File: config.mk
export PLATFORM = sky130hd
export DESIGN_NAME = pkmap_queue
export DESIGN_NICKNAME = d
export VERILOG_FILES = /design/src/rtl/core/pkmap_queue.sv
export SDC_FILE = /design/constraint.sdc
export NUM_CORES = 1
export LEC_CHECK = 0
export BUFFER_PORTS_ARGS = -buffer_cell sky130_fd_sc_hd__buf_4
export CAP_MARGIN = 10
export CELL_PAD_IN_SITES_DETAIL_PLACEMENT = 1
export CELL_PAD_IN_SITES_GLOBAL_PLACEMENT = 1
export CORE_ASPECT_RATIO = 1.4
export CORE_UTILIZATION = 50
export CTS_BUF_LIST = sky130_fd_sc_hd__clkbuf_4
export CTS_CLUSTER_DIAMETER = 60
export CTS_CLUSTER_SIZE = 14
export DETAILED_ROUTE_END_ITERATION = 10
export HOLD_SLACK_MARGIN = 0.03
export PLACE_DENSITY_LB_ADDON = 0.12
export SKIP_CTS_REPAIR_TIMING = 1
export SLEW_MARGIN = 30
export SYNTH_ARGS = -nofsm -noshare
export SYNTH_HDL_FRONTEND = slang
export SYNTH_SLANG_ARGS = --single-unit
File: constraint.sdc
create_clock -name clk -period 11.01 [get_ports clk]
set_clock_uncertainty 0.15 [all_clocks]
set_input_delay 1.6515 -clock clk [delete_from_list [all_inputs] [get_ports clk]]
set_output_delay 1.6515 -clock clk [all_outputs]
set_load 0.1 [all_outputs]
File: src/rtl/core/pkmap_queue.sv
// pkmap_queue: two-entry fifo between front and back
// depends on nothing

module pkmap_queue #(
  parameter int W = 104
) (
  input  logic         clk,
  input  logic         rst_n,
  input  logic         wr_valid,
  output logic         wr_ready,
  input  logic [W-1:0] wr_data,
  output logic         rd_valid,
  input  logic         rd_ready,
  output logic [W-1:0] rd_data
);

  logic [W-1:0] slot_r [2];
  logic         wr_ptr_r, rd_ptr_r;
  logic [1:0]   count_r;
  logic         do_wr, do_rd;

  assign wr_ready = (count_r != 2'd2);
  assign rd_valid = (count_r != 2'd0);
  assign rd_data  = slot_r[rd_ptr_r];
  assign do_wr    = wr_valid && wr_ready;
  assign do_rd    = rd_valid && rd_ready;

  always_ff @(posedge clk) begin
    if (!rst_n) begin
      wr_ptr_r <= 1'b0;
      rd_ptr_r <= 1'b0;
      count_r  <= 2'd0;
    end else begin
      if (do_wr) wr_ptr_r <= ~wr_ptr_r;
      if (do_rd) rd_ptr_r <= ~rd_ptr_r;
      if (do_wr && !do_rd) begin
        count_r <= count_r + 2'd1;
      end else if (do_rd && !do_wr) begin
        count_r <= count_r - 2'd1;
      end
    end
  end

  always_ff @(posedge clk) begin
    if (do_wr) slot_r[wr_ptr_r] <= wr_data;
  end

endmodule

==> results of run 1 <==
area by class of cell:
class,instances,area [um^2]
diodes,1,2.50
clock buffers,26,195
clock inverters,1,11.3
fillers,1379,5610
inverters,1,6.26
multi-input cells,122,1540
flip-flops and latches,213,6350
well taps,196,245
repair buffers,217,1650
kinds of logic (layout without fill, tap and decap cells):
family                     count (synthesis)  count (layout)
DFF                                      213             213
muxes                                    104             104
buffers and inverters                     13             245
and+or+nand+nor                            9               9
AOI/OAI and AO/OA                          5               5
xor gates and xnor gates                   3               3
adders and majority gates                  1               1
other                                      0               1
cell usage after synthesis, drive strengths merged:
cell type	count	share of area
dfxtp	5	0.013
xnor2	2	0.0022
nand2b	1	0.0017
or3	1	0.00078
and3	1	0.00078
a21bo	1	0.0013
buf	12	0.014
or2	1	0.00078
nand3b	1	0.00094
inv	1	0.00047
and2	4	0.0031
mux2	104	0.17
xor2	1	0.0011
a21boi	2	0.0019
edfxtp	208	0.78
ha	1	0.0016
o21ai	2	0.0013
sequential cells by signal (all words and copies together), names as in the netlist, named ones only:
name	count
count_r	2
rd_ptr_r	1
slot_r	208
wr_ptr_r	1
worst max-delay path by stage:
| stage | endpoint | slack (ns) | cells past startpoint |
|---|---|---|---|
| global route | rd_data[102] | 6.07 | 4 |
| global placement | rd_data[2] | 6.79 | 3 |
| CTS | rd_data[2] | 6.08 | 3 |
| finish | rd_data[2] | 6.30 | 4 |
| floorplan | slot_r[1][0] | 6.28 | 1 |
| detailed placement | rd_data[2] | 6.77 | 3 |
worst max-delay path: cells and delay by family (launching register included):
family / cells / cell delay, ns
flip-flops: 1 / 0.85
buffers and inverters: 3 / 1.07
multiplexers: 1 / 0.38
metrics by stage:
step                hold WS (ns)  setup slack (ns)
floorplan                  0.362              6.28
global placement           0.378              6.79
detailed placement         0.429              6.77
CTS                        0.455              6.08
global route               0.480              6.07
finish                     0.447              6.30
power groups by stage:
| stage | sequential (W) | combinational [W] | clock, W |
|---|---|---|---|
| CTS | 0.00107 | 0.00149 | 0.000356 |
| global route | 0.00108 | 0.00153 | 0.000379 |
| detailed placement | 0.00109 | 0.00149 | 0 |
| floorplan | 0.00106 | 0.00126 | 0 |
| global placement | 0.00108 | 0.00147 | 0 |
| finish | 0.00107 | 0.00148 | 0.000341 |
metal layers:
layer,track usage,up-vias,wire [um]
li1,-,1819,-
met1,0.194,1938,5390
met2,0.340,145,8410
met3,0.0505,30,1140
met4,0.0696,0,443
met5,0,-,0
==> results_dict.tcl, run 1 <==
set metrics [dict create \
    status "finished, final reports clean" \
    cp-end-kind "output pin" \
    hp-start "rd_ptr_r" \
    antenna_left 0 \
    ys_types 22 \
    comb_power_share 0.512 \
    cts_tree "done" \
    synth_top_family_by_area "multiplexers" \
    die_area_um2 16500 \
    hold_viol 0 \
    ys_ff_latch 213 \
    area_growth_pct 25.0 \
    synth_adder_area_share 0.00156 \
    yosys.area_share.xor_xnor 0.00328 \
    reg2reg_to "slot_r[0][15]" \
    rsz0062_at_grt "false" \
    ys_seq_area_frac 0.793 \
    cp_cell_sequence "buf_4 -> buf_12 -> mux2_2 -> buf_4" \
    max_slew.worst_pin.slew_ns 0.806 \
    period_needed_ns 4.71 \
    worstSetupPathType "flip-flop to output pin" \
    fmax_mhz 212 \
    fin_area_um2 10000 \
    row_count 54 \
    peakVddDrop_mv 0.196 \
    start_kind "flip-flop" \
    maxSlewHeadroom 0.463 \
    dr_total_vias 3932 \
    finalCritPeriodShare 0.428 \
    grt-ovfl-total 0 \
    dp.cells 748 \
    hp-class "flip-flop to flip-flop" \
    htree_levels 1 \
    swShare 0.484 \
    cp_max_fo 49 \
    layout-drive-gt1-share 0.610 \
    layout_common_cells "buf_4 (214), edfxtp_1 (208), mux2_4 (60)" \
    final_common_cell "buf_4" \
    timing_max_transition_violations_final 0 \
    synth_area_per_cell_um2 23.0 \
    clk-insertion-delay-late_ns 0.58 \
    finalSetupViolations 0 \
    chipWidth_um 109 \
    placed_area_um2 9770 \
    first_pass_iters 4 \
    start_util 0.513 \
    grt_pass1_vias 4326 \
    drv_cap 0 \
    rrSetupSlack_ns 8.67 \
    fin_cells 777 \
    clk_pin_slew_ns 0.14 \
    coreArea_um2 15600 \
    p_switching_w 0.00140 \
    cp.required_ns 9.21 \
    r2r_start "count_r[0]" \
    netlist_area_um2 8000 \
    utilization 0.641 \
    nets 683 \
    seqPwrFrac 0.370 \
    root_buffer "clkbuf_4" \
    cts.sinks 213 \
    crit_arrival_ns 2.91 \
    die_h_um 152 \
    grt_max_degree 83 \
    cts_buffers 19 \
    power.density_nw_per_um2 289 \
    num_io_pins 214 \
    synthSimpleGateAreaFrac 0.00813 \
    synth_nets 457 \
    crit_path_top_delay_cell "dfxtp_4" \
    dp_hpwl_mm 10.6 \
    p_leak_nw 3.81 \
    r2r_cells 4 \
    slowest_delay_ns 0.85 \
    antenna_found_initial 1 \
    postSynthCellCount 348 \
    fin_tns_setup_ns 0 \
    grtUsageTotal 0.183 \
    synthMuxAreaShare 0.175 \
    grt_pass1_wl_mm 22.3 \
    drt-total-wl_mm 15.4 \
    drc 0 \
    wire_per_inst_um 19.8 \
    synth_compound_area_frac 0.00438 \
    clockBufferDepth 3 \
    dr.first_iter.drc_count 110 \
    viasPerCell 5.06 \
    routabilityCongestion 0.724 \
    intPower_w 0.00149 \
    holdPathStages 2 \
    total_power_w 0.00289 \
    port_buffers 213 \
    worst_path_most_repeated_cell "buf_4" \
    clockPowerShare 0.118 \
    ys.warnings.count 0 \
]
No activity file was read; power rests on OpenSTA's default activity.
==> inputs of run 2 (changes only) <==
--- a/config.mk
+++ b/config.mk
@@ -10,7 +10,7 @@
 export CELL_PAD_IN_SITES_DETAIL_PLACEMENT = 1
 export CELL_PAD_IN_SITES_GLOBAL_PLACEMENT = 1
 export CORE_ASPECT_RATIO = 1.4
-export CORE_UTILIZATION = 50
+export CORE_UTILIZATION = 42
 export CTS_BUF_LIST = sky130_fd_sc_hd__clkbuf_4
 export CTS_CLUSTER_DIAMETER = 60
 export CTS_CLUSTER_SIZE = 14
==> constraint.sdc (replaced) <==
create_clock -name clk -period 3.8 [get_ports clk]
set_clock_uncertainty 0.15 [all_clocks]
set_input_delay 0.57 -clock clk [delete_from_list [all_inputs] [get_ports clk]]
set_output_delay 0.57 -clock clk [all_outputs]
set_load 0.1 [all_outputs]
==> results_dict.tcl, run 2 (synthesis gave the netlist of run 1 again) <==
set metrics [dict create \
    largest_reg_flops 208 \
    setup_ws_ns 0.746 \
    period_needed_ns 3.05 \
    first_pass_iters 4 \
    reg.largest.list "slot_r x208, count_r x2" \
    cts_tree "done" \
    finalSetupViolations 0 \
    hp-class "input port to flip-flop" \
    start_kind "flip-flop" \
    peakVddDrop_mv 0.620 \
    utilization 0.602 \
    crit_path_top_delay_cell "dfxtp_4" \
    cts_buffers 19 \
    clockPowerShare 0.127 \
    antenna_left 0 \
    drt-total-wl_mm 17.1 \
    start_util 0.430 \
    drv_cap 0 \
    worstSetupPathType "flip-flop to output pin" \
    max_slew.worst_pin.slew_ns 0.716 \
    cts.sinks 213 \
    nets 788 \
    intPower_w 0.00447 \
    die_area_um2 19600 \
    area_growth_pct 39.9 \
    grtUsageTotal 0.156 \
    timing_max_transition_violations_final 0 \
    wire_per_inst_um 18.3 \
    dp_worst_setup_slack_ns 1.40 \
    comb_power_share 0.516 \
    largest-register "slot_r" \
    layout_common_cells "buf_4 (213), edfxtp_1 (208), dlygate4sd3_1 (105)" \
    grt_pass1_vias 4148 \
    rsz0062_at_grt "false" \
    slowest_delay_ns 0.72 \
    clockBufferDepth 3 \
    maxSlewHeadroom 0.523 \
    layout-drive-gt1-share 0.521 \
    die_h_um 165 \
    crit_arrival_ns 2.33 \
    port_buffers 213 \
    clk_pin_slew_ns 0.16 \
    grt_max_degree 58 \
    fin_hold_ws_ns 0.122 \
    cp.required_ns 3.08 \
    htree_levels 1 \
    status "finished, final reports clean" \
    p_switching_w 0.00413 \
    hold_viol 0 \
    p_leak_nw 4.28 \
    antenna_found_initial 1 \
    clk-insertion-delay-late_ns 0.61 \
    cp_cell_sequence "buf_12 -> mux2_2 -> buf_4" \
    drc 0 \
    cp_max_fo 42 \
    dr_total_vias 4395 \
    fmax_mhz 327 \
    fin_tns_setup_ns 0 \
    dp_hpwl_mm 10.6 \
    viasPerCell 4.69 \
    finalCritPeriodShare 0.804 \
    grt-ovfl-total 0 \
    swShare 0.480 \
    row_count 59 \
    coreArea_um2 18600 \
    seqPwrFrac 0.357 \
    root_buffer "clkbuf_4" \
    final_common_cell "buf_4" \
    dr.first_iter.drc_count 187 \
    cp-end-kind "output pin" \
    fillers 1715 \
    routabilityCongestion 0.681 \
    num_io_pins 214 \
    chipWidth_um 119 \
    power.density_nw_per_um2 768 \
    grt_pass1_wl_mm 23.0 \
]
==> run 2: cell types whose count changed in the layout (fill, tap and decap cells not counted), sizes merged <==
cell	before	now
dlygate4sd3	0	105
clkbuf	26	32
inv	2	1
diode	1	2
clkinv	0	1
==> run 2: area by class of cell <==
type / count / area, um^2 / area share
multi-input combinational: 122 / 1540 / 0.138
tap: 244 / 305 / 0.0273
clock inverter: 1 / 16.3 / 0.00145
sequential: 213 / 6350 / 0.567
antenna: 2 / 5.00 / 0.000447
inverter: 1 / 6.26 / 0.000559
clock buffer: 32 / 240 / 0.0215
timing repair buffer: 322 / 2730 / 0.244
==> run 2: final timing paths <==
kind / from / to / slack (ns) / depth (start not counted)
setup / recovery: flip-flop / rd_data[23] / 0.75 / 3
hold / removal: wr_valid / wr_ptr_r / 0.12 / 3
setup reg to reg: count_r[0] / slot_r[0][10] / 1.52 / 4
hold reg to reg: count_r[1] / count_r[1] / 0.43 / 2
==> run 2: metal layers <==
layer	vias up	share of wire	track usage
li1	2041	-	-
met1	2194	0.39	0.178
met2	141	0.54	0.283
met3	19	0.056	0.0409
met4	0	0.013	0.0512
met5	-	0	0
==> run 2: stage by stage <==
stage | instance area (um^2) | power [W] | std cells
after global placement | 9880 | 0.00745 | 797
final | 11200 | 0.00860 | 937
after global routing | 11200 | 0.00888 | 936
after CTS | 10100 | 0.00859 | 830
after floorplan | 8000 | 0.00671 | 348
after detailed placement | 9880 | 0.00750 | 797
==> run 2: power groups by stage <==
stage	logic (W)	registers [W]	clock network (W)
2_1_floorplan	0.00365	0.00306	0
5_1_grt	0.00456	0.00310	0.00121
3_3_place_gp	0.00434	0.00311	0
3_5_place_dp	0.00437	0.00313	0
4_1_cts	0.00437	0.00308	0.00114
6_report	0.00444	0.00307	0.00109
==> run 2: worst max-delay path: cells and delay by family, from the launching register on <==
| kind | cells | cell delay [ns] |
|---|---|---|
| DFF | 1 | 0.72 |
| buffers and inverters | 2 | 0.59 |
| muxes | 1 | 0.39 |
