[src/rtl/core/pkmap_pkg.sv]
// pkmap_pkg: shared types, codes and the crc-32c byte step for the pair-key map
// depends on nothing; imported by pkmap_front, pkmap_back and the top

package pkmap_pkg;

  localparam logic [31:0] CRC_POLY = 32'h82F6_3B78;
  localparam logic [31:0] CRC_INIT = 32'hFFFF_FFFF;
  localparam int          KEY_W    = 32;
  localparam int          ENTRY_W  = 3 * KEY_W;

  typedef enum logic [1:0] {
    ST_FOUND    = 2'd0,
    ST_INSERTED = 2'd1,
    ST_FULL     = 2'd2
  } status_t;

  typedef enum logic [1:0] {
    F_IDLE,
    F_CRC,
    F_MOD,
    F_PUSH
  } front_state_t;

  typedef enum logic [1:0] {
    B_CLEAR,
    B_IDLE,
    B_EVAL
  } back_state_t;

  // reflected crc-32c over one byte, lsb first
  function automatic logic [31:0] crc32c_byte(input logic [31:0] crc, input logic [7:0] data);
    logic [31:0] c;
    c = crc ^ {24'd0, data};
    for (int k = 0; k < 8; k++) begin
      if (c[0]) begin
        c = (c >> 1) ^ CRC_POLY;
      end else begin
        c = c >> 1;
      end
    end
    return c;
  endfunction

endpackage

[src/rtl/core/pkmap_front.sv]
// pkmap_front: accepts an item, hashes the key with crc-32c one byte a cycle,
// reduces the hash to a bucket index by reciprocal multiply and correction; depends on pkmap_pkg

module pkmap_front import pkmap_pkg::*; #(
  parameter int BUCKETS = 256,
  parameter int BW      = 8
) (
  input  logic               clk,
  input  logic               rst_n,
  input  logic               run,
  input  logic               in_valid,
  output logic               in_ready,
  input  logic [31:0]        in_key_name,
  input  logic [31:0]        in_key_parent_type,
  input  logic [31:0]        in_new_value,
  output logic               push_valid,
  input  logic               push_ready,
  output logic [BW-1:0]      push_bucket,
  output logic [31:0]        push_name,
  output logic [31:0]        push_pt,
  output logic [31:0]        push_value
);

  // quotient estimate floor(h * RECIP / 2^SH) is low by at most one
  localparam int          LG      = $clog2(BUCKETS);
  localparam int          SH      = 31 + LG;
  localparam logic [63:0] RECIP_L = (64'd1 << SH) / 64'(BUCKETS);
  localparam logic [31:0] RECIP   = RECIP_L[31:0];
  localparam logic [31:0] BUCK_C  = 32'(BUCKETS);

  front_state_t state_r, state_nxt;
  logic [2:0]    step_r;
  logic [31:0]   name_r, pt_r, val_r;
  logic [31:0]   crc_r, hash_r;
  logic [63:0]   prod_r;
  logic [31:0]   qd_r;
  logic [BW-1:0] rem_r;
  logic [63:0]   key_w;
  logic [7:0]    byte_w;
  logic [31:0]   crc_step;
  logic [31:0]   quot_w;
  logic [31:0]   diff_w;
  logic [BW-1:0] rem_step;
  logic          accept;

  assign key_w    = {pt_r, name_r};
  assign byte_w   = key_w[{step_r, 3'b000} +: 8];
  assign crc_step = crc32c_byte(crc_r, byte_w);
  assign accept   = in_valid && in_ready;

  assign quot_w   = 32'(prod_r >> SH);
  assign diff_w   = hash_r - qd_r;
  assign rem_step = (diff_w >= BUCK_C) ? BW'(diff_w - BUCK_C) : BW'(diff_w);

  always_comb begin
    state_nxt = state_r;
    case (state_r)
      F_IDLE: if (in_valid && run) state_nxt = F_CRC;
      F_CRC:  if (step_r == 3'd7) state_nxt = F_MOD;
      F_MOD:  if (step_r == 3'd2) state_nxt = F_PUSH;
      F_PUSH: if (push_ready) state_nxt = F_IDLE;
      default: state_nxt = F_IDLE;
    endcase
  end

  always_comb begin
    in_ready   = 1'b0;
    push_valid = 1'b0;
    case (state_r)
      F_IDLE:  in_ready = run;
      F_PUSH:  push_valid = 1'b1;
      default: ;
    endcase
  end

  always_ff @(posedge clk) begin
    if (!rst_n) begin
      state_r <= F_IDLE;
      step_r  <= '0;
    end else begin
      state_r <= state_nxt;
      if (accept) begin
        step_r <= '0;
      end else if (state_r == F_CRC || state_r == F_MOD) begin
        step_r <= step_r + 3'd1;
      end
    end
  end

  always_ff @(posedge clk) begin
    if (accept) begin
      name_r <= in_key_name;
      pt_r   <= in_key_parent_type;
      val_r  <= in_new_value;
      crc_r  <= CRC_INIT;
    end
    if (state_r == F_CRC) begin
      crc_r <= crc_step;
      if (step_r == 3'd7) begin
        hash_r <= ~crc_step;
      end
    end
    if (state_r == F_MOD) begin
      if (step_r == 3'd0) begin
        prod_r <= {32'd0, hash_r} * {32'd0, RECIP};
      end else if (step_r == 3'd1) begin
        qd_r <= quot_w * BUCK_C;
      end else if (step_r == 3'd2) begin
        rem_r <= rem_step;
      end
    end
  end

  assign push_bucket = rem_r;
  assign push_name   = name_r;
  assign push_pt     = pt_r;
  assign push_value  = val_r;

endmodule

[config.mk]
export PLATFORM = sky130hd
export DESIGN_NAME = pkmap_front
export DESIGN_NICKNAME = d
export VERILOG_FILES = /design/src/rtl/core/pkmap_pkg.sv /design/src/rtl/core/pkmap_front.sv
export SDC_FILE = /design/constraint.sdc
export NUM_CORES = 1
export LEC_CHECK = 0
export BUFFER_PORTS_ARGS = -buffer_cell sky130_fd_sc_hd__buf_2
export CORE_MARGIN = 3
export CORE_UTILIZATION = 45
export CTS_CLUSTER_DIAMETER = 200
export DETAILED_ROUTE_END_ITERATION = 8
export PLACE_DENSITY = 0.73
export SYNTH_ARGS = -nofsm -noshare
export SYNTH_HDL_FRONTEND = slang
export SYNTH_SLANG_ARGS = --single-unit
export TNS_END_PERCENT = 30
[constraint.sdc]
create_clock -name clk -period 4.3 [get_ports clk]
set_input_delay 0.43 -clock clk [delete_from_list [all_inputs] [get_ports clk]]
set_output_delay 0.43 -clock clk [all_outputs]
set_load 0.005 [all_outputs]
==> metrics.md, run 1 <==
| Metric | Value |
|---|---|
| Grt ovf | `0` |
| DP Area | `0.00791 mm²` |
| Clock buffer depth | `2` |
| Post-synth top area share | `64.6%` |
| Worst R2R Setup Slack | `0.95 ns` |
| Vias in the first global route | `4224` |
| Ys async rst share | `0%` |
| Tightest Hold Check Type | `in2reg` |
| Final WS setup | `0.951 ns` |
| Worst slew margin | `24.2%` |
| Antenna violations before repair | `1` |
| Status | `finished clean` |
| Num CTS Buffers | `17` |
| Avg Vias per Cell | `5.01` |
| Initial drt markers | `267` |
| Layout Nets | `705` |
| Cell area after layout | `0.00847 mm²` |
| CP max FO | `32` |
| Routability congestion estimate | `0.879` |
| Later-pin clock latency in the skew report | `0.43 ns` |
| Avg Inst Size Synth | `17.8 µm²` |
| Drt pass-1 iters | `4` |
| Post-route ant nets | `0` |
| Antenna diodes | `0` |
| Hold Crit Depth | `1` |
| Dpl cells | `756` |
| Drt drc | `0` |
| Critical-path cell with the highest stage delay | `dfxtp_2` |
| Post-DP HPWL | `11.8 mm` |
| Crit path cell chain | `mux2_2 > o22ai_1 > a221oi_2 > xnor2_4 > xor2_1 > xnor3_1 > nand2b_1` |
| RSZ-0062 raised after global routing | `false` |
| Compound-gate portion of the synthesized area | `3.35%` |
| Worst-margin pin slew | `1.14 ns` |
| Simple-gate portion of the synthesized area | `5.38%` |
| Max Cap Viol | `0` |
| H-tree depth | `4` |
| Sequential share of the synthesized area | `66.1%` |
| Cell taking the most area after synthesis | `edfxtp_1` |
| Register-to-Register Path Depth | `7` |
| Delay-heaviest family, CP | `XOR/XNOR gates` |
| Crit path buf inv count | `0` |
| Crit path depth | `7` |
| # IOs | `207` |
| Hold EP | `push_name[3]` |
| Pin count of the biggest net entering global routing | `95` |
| First-pass GRT wire length | `23.1 mm` |
| Overall power | `7.05 mW` |
| Peak Freq | `299 MHz` |
| Min cycle time layout | `3.35 ns` |
| Initial Util | `47.1%` |
| Die span in y | `128 µm` |
| Power Density | `831 mW/mm²` |
| Layout area overhead | `26.6%` |
| Cts hold-fix bufs | `0` |
| Layout cells sized above 1 | `43.2%` |
| Routed wire length | `15.3 mm` |
| Mapped Area | `0.00669 mm²` |
| Setup tns final | `0 ns` |
| RR Endpoint | `crc_r[8]` |
| Post-Synth Adder-Cell Area | `1.68%` |
| Leak | `3.44 nW` |
| Post-synth EDFFs | `144` |
| FF+latch count, synth | `149` |
| Drt wl/cell | `19.4 µm` |
| Post-synthesis mux area share | `6.60%` |
| CTS Sinks | `149` |
| Post-Layout Cell Count | `787` |
| Worst Hold Launch | `in_key_name[3]` |
| Root Driver | `clkbuf_16` |
| Placement Setup Slack | `0.963 ns` |
| Reg2reg start | `step_r[0]` |
| CTS tree | `yes` |
| CP arrival | `3.50 ns` |
| Clk slew on worst S/H paths | `0.07 ns` |
| Area contributors post-synth | `edfxtp_1 65%, xnor3_1 7.7%, mux2i_1 4.2%` |
| # rows | `43` |
| DIE AREA | `0.0164 mm²` |
| Die Wd | `128 µm` |
| Core Area | `0.0142 mm²` |
| Post-Synthesis Cells | `377` |
| Critical Path End Type | `flip-flop` |
| Syn. warnings | `0` |
| # setup viols final | `0` |
| Ys flop type | `edfxtp_1` |
| Largest family of logic cells by synthesized area | `XOR/XNOR gates` |
| Vias | `3944` |
| Fin crit share | `77.9%` |
| Pins Over Slew Limit | `0` |
| Maximum VDD drop | `0.000384 V` |
| Syn_nets | `487` |
| Worst endpoint required time | `4.45 ns` |
| Post-cts gate resize count | `0` |
| CP startpoint kind | `flip-flop` |
| Distinct cells, synth | `50` |
| Gr usage total | `19.0%` |
| IO Port Bufs | `206` |
| Post-Synth XOR/XNOR Area | `15.1%` |
| Setup Skew | `0.0186 ns` |
| Postcts setup bufs | `0` |
| Final hold vios | `0` |
| Critical Path Max Stage Delay | `0.91 ns` |
| Crit Path Class | `reg2reg` |
## metrics by stage
stage / hold slack, ns / utilization (%)
floorplan: 0.400 / -
global placement: 0.406 / 55.7
detailed placement: 0.406 / 55.7
CTS: 0.162 / 59.7
global route: 0.163 / 59.7
finish: 0.177 / 59.7
## worst register-to-register path, stage by stage (launching register included)
cell      delay, ns
dfxtp_2        0.91
mux2_2         0.44
o22ai_1        0.19
a221oi_2       0.10
xnor2_4        0.46
xor2_1         0.45
xnor3_1        0.39
nand2b_1       0.15
## cell usage in the layout, fill, tap and decap left out, drive strengths merged, types with 4 or more instances in the layout
| cell | count |
|---|---|
| xnor3 | 23 |
| mux2 | 8 |
| clkinv | 4 |
| nand2 | 31 |
| buf | 211 |
| nor3 | 4 |
| xnor2 | 16 |
| edfxtp | 144 |
| xor2 | 11 |
| mux2i | 29 |
| dfxtp | 5 |
| nor2 | 10 |
| o21ai | 4 |
| ha | 9 |
| a22oi | 6 |
| and2 | 9 |
| o22ai | 4 |
| inv | 15 |
| xor3 | 7 |
| nand2b | 7 |
| clkbuf | 17 |
## flip-flops by register name (all words and copies together), names as in the netlist
register     count
state_r          2
push_pt         32
step_r           3
hash_r           8
crc_r           32
push_value      32
push_name       32
push_bucket      8
## worst max path at each step
stage	startpoint	end	slack [ns]
3_5_place_dp	step_r[0]	crc_r[8]	0.96
4_1_cts	step_r[0]	crc_r[8]	0.95
5_1_grt	step_r[0]	crc_r[8]	0.78
3_3_place_gp	step_r[0]	crc_r[21]	1.07
6_report	step_r[0]	crc_r[8]	0.95
2_1_floorplan	state_r[0]	push_name[0]	1.18
## cells by family after synthesis
family	after synthesis
multiplexers	39
adder cells (fa/ha/maj)	9
AO/OA/AOI/OAI	29
flip-flops	149
AND/OR/NAND/NOR	73
XOR/XNOR	57
buffers and inverters	21
## metal layers
metal / global-route usage [%] / up-vias / wire length, µm
met5: 0 / - / 14
met4: 7.68 / 2 / 287
met3: 7.88 / 20 / 1310
met2: 32.4 / 165 / 7970
met1: 21.2 / 1896 / 5720
li1: - / 1861 / -
## area by class of cell
| type | instances | area [µm²] |
|---|---|---|
| sequential | 149 | 4430 |
| inverter | 9 | 35.0 |
| fill | 1117 | 5730 |
| clock buffer | 17 | 425 |
| timing repair buffer | 211 | 1070 |
| clock inverter | 14 | 144 |
| multi-input combinational | 207 | 2150 |
| tap | 180 | 225 |
## power breakdown
part           internal (mW)  leakage [nW]  switching (mW)  total, mW
logic                   1.89          1.85            1.50       3.39
registers               2.07          1.32           0.158       2.23
clock network          0.811         0.272           0.618       1.43
total                   4.77          3.44            2.27       7.05
## cell usage after synthesis (6+ instances only)
master,count
nand2b_1,7
xnor2_1,12
nand2_1,30
ha_1,9
xor2_1,9
mux2i_1,28
and2_1,9
inv_1,9
nor2_1,9
xnor3_1,23
xor3_1,6
a22oi_1,6
edfxtp_1,144
(Power assumes the default switching activity.)
==> inputs of run 2 (changes only) <==
- PLACE_DENSITY: 0.73 -> 0.75
- clock period: 4.3 -> 2.9 ns (I/O delays scaled with it)
==> run 2 against run 1 <==
Final area grew 3.9%. Register-to-register slack worse by 0.87 ns. Worst hold slack worse by 0.14 ns. Wire length up 4.6%. Utilization rose by 2.3 points. Flip-flop and latch count unchanged. Count of clock-buffer cells in the layout is the same. Critical path type unchanged. Largest cell class unchanged.
==> metrics.md, run 2 (synthesis gave the netlist of run 1 again) <==
| Metric | Value |
|---|---|
| Status | `finished clean` |
| Switch Pwr | `3.52 mW (+55%)` |
| Vias in the first global route | `4443 (+5.2%)` |
| Die Wd | `128 µm (unchanged)` |
| Peak Freq | `355 MHz (+19%)` |
| CP arrival | `2.98 ns (-0.52 ns)` |
| Routed wire length | `16.0 mm (+4.6%)` |
| Critical Path End Type | `flip-flop` |
| Register-to-Register Path Depth | `9 (+2)` |
| Internal Pwr Total | `7.66 mW (+61%)` |
| Overall power | `11.2 mW (+59%)` |
| CTS tree | `yes` |
| Layout cells sized above 1 | `47.0% (+3.8 points)` |
| Layout area overhead | `31.5%` |
| Grt ovf | `0 (unchanged)` |
| Pin count of the biggest net entering global routing | `66 (-31%)` |
| Most common cell after layout, fill and taps aside | `buf_2` |
| Drt pass-1 iters | `4 (unchanged)` |
| Die span in y | `128 µm (unchanged)` |
| Gate power share | `51.1% (+3.0 points)` |
| Avg Vias per Cell | `5.02 (+0.11%)` |
| Routability congestion estimate | `0.869 (-1.2%)` |
| H-tree depth | `4 (unchanged)` |
| # rows | `43 (unchanged)` |
| # IOs | `207 (unchanged)` |
| Most frequent cells in the layout | `206 x buf_2, 144 x edfxtp_1, 38 x buf_4` |
| Drt drc | `0 (unchanged)` |
| Critical Path Sink | `crc_r[20]` |
| Worst endpoint required time | `3.07 ns (-1.38 ns)` |
| Antenna diodes | `0 (unchanged)` |
| Num CTS Buffers | `17 (unchanged)` |
| Pins Over Slew Limit | `0 (unchanged)` |
| Cts hold-fix bufs | `0 (unchanged)` |
| Leak | `3.64 nW (+5.7%)` |
| Post-layout util | `62.0% (+2.3 points)` |
| Hold Crit Depth | `1 (unchanged)` |
| Fin crit share | `97.1% (+19 points)` |
| Sequential power share | `29.2% (-2.4 points)` |
| Clock buffer depth | `2 (unchanged)` |
| Min cycle time layout | `2.82 ns (-0.534 ns)` |
| First-pass GRT wire length | `24.5 mm (+6.3%)` |
| Dpl cells | `791 (+4.6%)` |
| Vias | `4129 (+4.7%)` |
| Tightest Hold Check Type | `in2reg` |
| CP startpoint kind | `flip-flop` |
| Clk pwr share | `19.7% (-0.6 points)` |
| Sw Share | `31.5% (-0.78 points)` |
| Worst R2R Setup Slack | `0.08 ns (-0.87 ns)` |
| Postcts setup bufs | `0 (unchanged)` |
| Reg2reg start | `step_r[1]` |
| Crit Path Class | `reg2reg` |
| Gr usage total | `20.2% (+1.1 points)` |
| CP max FO | `10 (-69%)` |
| RR Endpoint | `crc_r[20]` |
| Antenna violations before repair | `1 (unchanged)` |
| Layout Nets | `740 (+5.0%)` |
| Maximum VDD drop | `0.000840 V (+120%)` |
| Initial drt markers | `220 (-18%)` |
| Later-pin clock latency in the skew report | `0.42 ns (about the same)` |
| Root Driver | `clkbuf_16` |
| Worst slew margin | `62.3% (+38 points)` |
| Clk slew on worst S/H paths | `0.06 ns (about the same)` |
| CTS Sinks | `149 (unchanged)` |
| Setup tns final | `0 ns (unchanged)` |
| Top sig layer | `met5` |
| Routed wl met2 | `8.44 mm (+5.9%)` |
| Met1 wire length | `5.80 mm (+1.5%)` |
| RSZ-0062 raised after global routing | `true` |
| Worst-margin pin slew | `0.565 ns (-0.573 ns)` |
| Core Area | `0.0142 mm² (unchanged)` |
| Initial Util | `47.1% (unchanged)` |
| Post-route ant nets | `0 (unchanged)` |
| Post-Layout Cell Count | `823 (+4.6%)` |
| # setup viols final | `0 (unchanged)` |
| Worst hold slack | `0.0383 ns (-0.138 ns)` |
| Power Density | `1270 mW/mm² (+53%)` |
| Post-DP HPWL | `12.4 mm (+5.1%)` |
| CP startpoint | `step_r[1]` |
| IO Port Bufs | `206 (unchanged)` |
| Setup Skew | `0.0143 ns (-0.00431 ns)` |
| Drt wl/cell | `19.4 µm (about the same)` |
| Final hold vios | `0 (unchanged)` |
| DIE AREA | `0.0164 mm² (unchanged)` |
| Max Cap Viol | `0 (unchanged)` |
| WL met3 | `1.34 mm (+2.2%)` |
run 2: cell count changes in the layout (fill, tap and decap cells not counted), sizes merged:
cell	previous run	this run
buf	211	246
bufinv	1	2
clkinvlp	3	2
inv	15	16
run 2: worst min-delay path by stage:
stage | endpoint | slack, ns | start
floorplan | push_name[0] | 0.39 | in_key_name[0]
global placement | push_bucket[7] | 0.41 | hash_r[7]
detailed placement | push_bucket[2] | 0.41 | hash_r[2]
CTS | push_value[1] | 0.02 | in_new_value[1]
global route | push_value[14] | 0.02 | in_new_value[14]
finish | push_value[16] | 0.04 | in_new_value[16]
run 2: final cells by class:
type                            count  area (µm²)
Inverter                            9        37.5
Clock inverter                     15         165
Clock buffer                       17         425
Multi-Input combinational cell    207        2160
Sequential cell                   149        4430
Tap cell                          180         225
Timing Repair Buffer              246        1360
Fill cell                        1056        5400
run 2: what timing repair did:
action                     CTS  global route
setup endpoints to repair   10             8
pin swaps                    0             1
gates resized for setup      2             5
run 2: layer usage:
| metal | GRT usage [%] | vias to the layer above |
|---|---|---|
| li1 | - | 1931 |
| met5 | 0 | - |
| met1 | 23.1 | 1987 |
| met2 | 33.8 | 184 |
| met3 | 7.08 | 25 |
| met4 | 9.61 | 2 |
run 2: power by group through the flow:
| stage | combinational (mW) | clock, mW | sequential (mW) |
|---|---|---|---|
| 2_1_floorplan | 4.07 | 0 | 3.27 |
| 3_3_place_gp | 5.56 | 0 | 3.30 |
| 3_5_place_dp | 5.68 | 0 | 3.32 |
| 4_1_cts | 5.74 | 2.23 | 3.27 |
| 5_1_grt | 6.12 | 2.32 | 3.31 |
| 6_report | 5.72 | 2.20 | 3.27 |
run 2: worst max-delay path, stage by stage, from the launching register on:
cell and delay (ns):
dfxtp_4 0.38, nor2b_1 0.14, buf_4 0.17, a22o_1 0.22
or3_1 0.37, and2_2 0.26, buf_4 0.17, xnor2_4 0.18
xnor3_1 0.34, mux2_1 0.33
run 2: metrics by stage:
stage                     worst slack, ns  area [µm²]
after floorplan                     0.129        6700
after global placement             0.0465        8200
after detailed placement          -0.0252        8200
after CTS                          0.0197        8790
after global routing              -0.0375        8800
final                              0.0845        8800
